$ cat src/rtl/cbz_pkg.sv
// Shared types and constants of the cubic Bezier point and tangent unit.
`default_nettype none

package cbz_pkg;

  localparam int unsigned CoordW   = 24;                 // control point and point width
  localparam int unsigned TW       = 17;                 // parameter width, Q0.16 plus one
  localparam int unsigned FracT    = TW - 1;             // fraction bits of t
  localparam int unsigned BW       = CoordW + 2 * FracT; // second level lerp width
  localparam int unsigned DerivW   = 27;                 // derivative width
  localparam int unsigned NumRegs  = 8;
  localparam int unsigned RegIdxW  = $clog2(NumRegs);
  localparam int unsigned CfgIdxW  = 4;
  localparam int unsigned PipeLat  = 7;                  // start transfer to done strobe
  localparam logic [TW-1:0] TOne   = TW'(1) << FracT;

  typedef enum logic [CfgIdxW-1:0] {
    REG_CTRL0_X = 4'd0,
    REG_CTRL0_Y = 4'd1,
    REG_CTRL1_X = 4'd2,
    REG_CTRL1_Y = 4'd3,
    REG_CTRL2_X = 4'd4,
    REG_CTRL2_Y = 4'd5,
    REG_CTRL3_X = 4'd6,
    REG_CTRL3_Y = 4'd7
  } cbz_reg_e;

  // Control word that travels alongside each stage's data.
  typedef struct packed {
    logic          vld;
    logic [TW-1:0] t;
    logic [TW-1:0] u;
  } cbz_ctl_t;

endpackage

`default_nettype wire

$ cat src/rtl/cbz_deriv.sv
// Tangent from the last de Casteljau pair: floor(3 * (b1 - b0) / 2^32), two stages.
`default_nettype none

module cbz_deriv
  import cbz_pkg::*;
(
  input  logic                     clk_i,
  input  logic signed [BW-1:0]     bx_i [2],
  input  logic signed [BW-1:0]     by_i [2],
  output logic signed [DerivW-1:0] deriv_x_o,
  output logic signed [DerivW-1:0] deriv_y_o
);

  localparam int unsigned DiffW = BW + 1;
  localparam int unsigned TriW  = BW + 3;

  logic signed [DiffW-1:0]  dx_q, dy_q;
  logic signed [TriW-1:0]   tx_d, ty_d;
  logic signed [DerivW-1:0] deriv_x_q, deriv_y_q;

  // 3*d as d + 2d; floor by dropping the low bits of a two's complement value
  assign tx_d = TriW'(dx_q) + (TriW'(dx_q) <<< 1);
  assign ty_d = TriW'(dy_q) + (TriW'(dy_q) <<< 1);

  always_ff @(posedge clk_i) begin
    dx_q      <= DiffW'(bx_i[1]) - DiffW'(bx_i[0]);
    dy_q      <= DiffW'(by_i[1]) - DiffW'(by_i[0]);
    deriv_x_q <= tx_d[TriW-1:2*FracT];
    deriv_y_q <= ty_d[TriW-1:2*FracT];
  end

  assign deriv_x_o = deriv_x_q;
  assign deriv_y_o = deriv_y_q;

endmodule

`default_nettype wire

$ cat config.mk
export PLATFORM = sky130hd
export DESIGN_NAME = cbz_deriv
export DESIGN_NICKNAME = d
export VERILOG_FILES = /design/src/rtl/cbz_pkg.sv /design/src/rtl/cbz_deriv.sv
export SDC_FILE = /design/constraint.sdc
export NUM_CORES = 1
export LEC_CHECK = 0
export ABC_AREA = 1
export CORE_MARGIN = 3
export CORE_UTILIZATION = 30
export CTS_CLUSTER_SIZE = 20
export DETAILED_ROUTE_END_ITERATION = 8
export DONT_BUFFER_PORTS = 1
export RECOVER_POWER = 100
export SKIP_LAST_GASP = 1
export SYNTH_ARGS = -nofsm -noshare
export SYNTH_HDL_FRONTEND = slang
export SYNTH_SLANG_ARGS = --single-unit
$ cat constraint.sdc
create_clock -name clk_i -period 4.4 [get_ports clk_i]
set_input_delay 0.66 -clock clk_i [delete_from_list [all_inputs] [get_ports clk_i]]
set_output_delay 0.66 -clock clk_i [all_outputs]
set_load 0.1 [all_outputs]
# Word level (Yosys, flattened, before mapping)
# Index checks and enable logic that the tools add are counted.
[word_totals] reg_bits=168 input_bits=225 output_inout_bits=54 elab_cells=8
[classes] add_sub_neg=4
[op_table] cell="57-bit by 58-bit adder with 59-bit output" n=2
[op_table] cell="56-bit by 56-bit subtractor with 57-bit output" n=2

# Depth between registers and ports, before layout
[depth] word_depth=1 mapped_depth=14 mapped_depth_nobuf=14

# Worst setup path before layout
# Ideal clock, no wire load.
[synth_timing] path_kind="input to register" start="input port bx_i[0] (netlist bit)" end="register dx_q[28]" setup_ps=72 t_arrival_ps=2046 t_required_ps=4328 setup_slack_ps=2282 cell_stages=13 path_buffers=0 cell_sequence="inv_1 -> ha_1 -> fa_1 -> inv_1 -> nand2_1 -> nand2_1 -> nand3_1 -> nand2_1 -> nand2_1 -> nand2_1 -> nand3_1 -> nand2_1 -> xor2_1"
[synth_between] elab_chain_cells=1
[synth_lines] item="from (decl)" line_no="cbz_deriv.sv:8" text="input logic signed [BW-1:0] bx_i [2],"
[synth_lines] item="56-bit by 56-bit subtractor with 57-bit output" line_no="cbz_deriv.sv:26" text="dx_q <= DiffW'(bx_i[1]) - DiffW'(bx_i[0]);"
[synth_lines] item="to (signal assigned)" line_no="cbz_deriv.sv:26"
[synth_lines] item="to (decl)" line_no="cbz_deriv.sv:17" text="logic signed [DiffW-1:0] dx_q, dy_q;"
# No other way between the ends.

# Worst setup path after layout
[layout_timing] start="register dy_q[38]" end="register deriv_y_q[23], in the netlist deriv_y_o[23]"
[layout_between] elab_chain_cells=1
[layout_lines] item="from (decl)" line_no="cbz_deriv.sv:17"
[layout_lines] item="from (signal assigned)" line_no="cbz_deriv.sv:27" text="dy_q <= DiffW'(by_i[1]) - DiffW'(by_i[0]);"
[layout_lines] item="57-bit by 58-bit adder with 59-bit output" line_no="cbz_deriv.sv:23" text="assign ty_d = TriW'(dy_q) + (TriW'(dy_q) <<< 1);"
[layout_lines] item="named net ty_d[55]" line_no="cbz_deriv.sv:18" text="logic signed [TriW-1:0] tx_d, ty_d;"
[layout_lines] item="to (signal assigned)" line_no="cbz_deriv.sv:29" text="deriv_y_q <= ty_d[TriW-1:2*FracT];"
[layout_lines] item="to (decl)" line_no="cbz_deriv.sv:19" text="logic signed [DerivW-1:0] deriv_x_q, deriv_y_q;"
# The timed path passes the listed nets, and every way through them passes these cells.

==> summary.txt <==
Pwr Density: 460.3 nW/µm²
WL final: 74.42 mm
clk buf depth: 2
Hold EP: dy_q[0]
post-layout net count: 4,879
share of cells above drive strength 1: 2.860%
reg2reg start: dy_q[38]
die area: 79,450 µm²
Reg clk slew, reported paths: 0.07 ns
CTS root buffer: clkbuf_16
syn_nets: 4,866
HPWL after DPL: 66.92 mm
Area growth syn-to-layout: 7.036%
worst r2r path cells: 10
Die Width: 281.9 µm
number of diodes: 0
core area: 74,950 µm²
DR vias: 24.02k
Least-Margin Pin Slew: 0.9764 ns
initial core utilization: 30.46%
most frequent cells in the layout: nand2_1 (1,889), inv_1 (1,085), nor2_1 (369), ha_1 (222), nand3_1 (184)
Final setup viols: 0
commonest non-fill, non-tap cell in the layout: nand2_1
Avg WL per Cell: 13.76 µm
CTS Sinks: 168
run status: completed
Fin. Hold Viols: 0
Remaining Overflow, GRT: 0
crit-path max FO: 5
Crit. End Element: register
Post-synth ARST share: 0%
Synth area leader: nand2_1
maxcap violations: 0
vias in the first global route: 22.77k
TritonCTS clock tree: done
dpl cell area: 24,010 µm²
Max VDD drop: 270.6 µV
hold_buf cts: 0
Hold Crit Start: by_i[56]
Port-buffer cells: 0
Leakage: 15.45 nW
min cycle time layout: 2.265 ns
critical path type: reg -> reg
Top Ports: 279
antenna-violating nets left: 0
Post-Route Setup TNS: 0 ns
Yosys cell types: 36
post-route cell area: 24,440 µm²
number of gates resized after CTS: 0
Syn Area/Cell: 5.169 µm²
Final Skew: 0.01718 ns
ranking of synthesized cells by area: nand2_1 (31%), inv_1 (18%), dfxtp_1 (15%)
TritonRoute pass-1 iters: 5
flops & latches, synth: 168
gr usage total: 18.88%
WP data arrival: 2.61 ns
unrepaired setup endpoints after global routing: no
Hold Crit Class: in -> reg
Hold Crit Depth: 2
Ys Warns: 0
slew margin rel.: 34.82%
EDFF count, synth: 0
Seq/Total Area, Yosys: 14.73%
Worst EP required: 4.75 ns
r2r endpoint: deriv_y_o[23]
first-pass GRT wire length: 117.9 mm
initial antenna violation count: 0
worst skew pair latency: 0.48 ns
pin count of the biggest net entering global routing: 17
# DRC: 0
Post-Syn Instances: 4,417
initial DRC count: 1,359
Period Utilization, post-route: 51.47%
Rows: 100
fin. max-slew vios: 0
via density per instance: 4.440
total CTS buffers: 17
Post-Syn Area: 22,830 µm²
nature of the critical path startpoint: register
H-Tree Depth: 4
top-area cell type share of the netlist area: 30.96%
die height: 281.9 µm
r2r setup slk: 2.14 ns
Setup Buffers After CTS: 0
Routability Congestion: 0.9587
Fmax: 0.4416 GHz
ys flop type: dfxtp_1
-- Yosys cell counts, types with 4 or more instances --
cell / count
inv_1: 1082
nand2_2: 22
a21oi_1: 155
xor2_1: 48
a21o_1: 5
and2_1: 24
inv_2: 29
dfxtp_1: 168
o21ai_0: 25
nor3_1: 33
xnor2_1: 15
nor2_2: 49
nand3_1: 174
buf_2: 6
nor2_4: 4
nor3_2: 19
nand3b_1: 6
o21bai_1: 6
nand3_2: 10
ha_1: 222
nand4_1: 52
nand2_1: 1883
nor2_1: 358
-- routing by layer --
layer  share of wire, %  global-route usage [%]
met1                 47                   25.08
met5                  0                       0
met4                2.4                   5.637
met2                 45                   32.15
met3                4.7                   1.996
-- flip-flops by register name (all words and copies together) (netlist names) --
signal and count:
deriv_x_o 27, dy_q 57, deriv_y_o 27, dx_q 57
-- metrics by stage --
stage / cells / utilization [%] / setup WS (ns) / hold slack [ns] / power (mW)
after floorplan: 4417 / - / 2.282 / 0.3345 / 8.115
after global placement: 5380 / 32.04 / 1.745 / 0.4207 / 9.731
after detailed placement: 5380 / 32.04 / 1.744 / 0.4241 / 9.758
final: 5410 / 32.61 / 2.135 / 0.3463 / 11.25
after CTS: 5410 / 32.83 / 2.202 / 0.2885 / 11.38
after global routing: 5410 / 32.61 / 1.836 / 0.3131 / 12.28
-- area by class of cell --
type	count	area [µm²]
clock buffers	20	446.7
inverters	1112	4174
multi-input cells	3131	15100
flip-flops and latches	168	3363
fillers	8776	50510
well taps	969	1212
clock inverters	10	142.6
-- how the worst max path moves through the flow --
stage	from	slack, ns	to
detailed placement	by_i[0]	1.74	dy_q[36]
CTS	dy_q[20]	2.20	deriv_y_o[14]
finish	dy_q[38]	2.14	deriv_y_o[23]
floorplan	bx_i[0]	2.28	dx_q[28]
global route	dy_q[38]	1.84	deriv_y_o[23]
global placement	by_i[0]	1.75	dy_q[36]
-- power breakdown --
group | total, mW | internal [mW] | switching, mW
logic | 5.56 | 1.77 | 3.79
registers | 4.14 | 2.01 | 2.13
clock network | 1.55 | 0.903 | 0.649
total | 11.2 | 4.68 | 6.57
-- cell families after synthesis --
group,Yosys count,share of synthesized area [%]
AO/OA/AOI/OAI,199,4.559
flip-flops,168,14.73
buffers and inverters,1118,18.41
adder cells (fa/ha/maj),224,12.34
AND/OR/NAND/NOR,2645,47.54
XOR/XNOR,63,2.417
-- worst max-delay path: stages (launching register included) --
cell and delay (ns):
dfxtp_1 0.36, ha_1 0.46, nand2_1 0.14, nor2_1 0.24, nand2_1 0.11, nor3_1 0.36
nand2_1 0.13, nor2_1 0.11, nand2_1 0.08, nand4_1 0.08, nand2_1 0.08
Note: power is estimated with default switching activity, not from simulation.
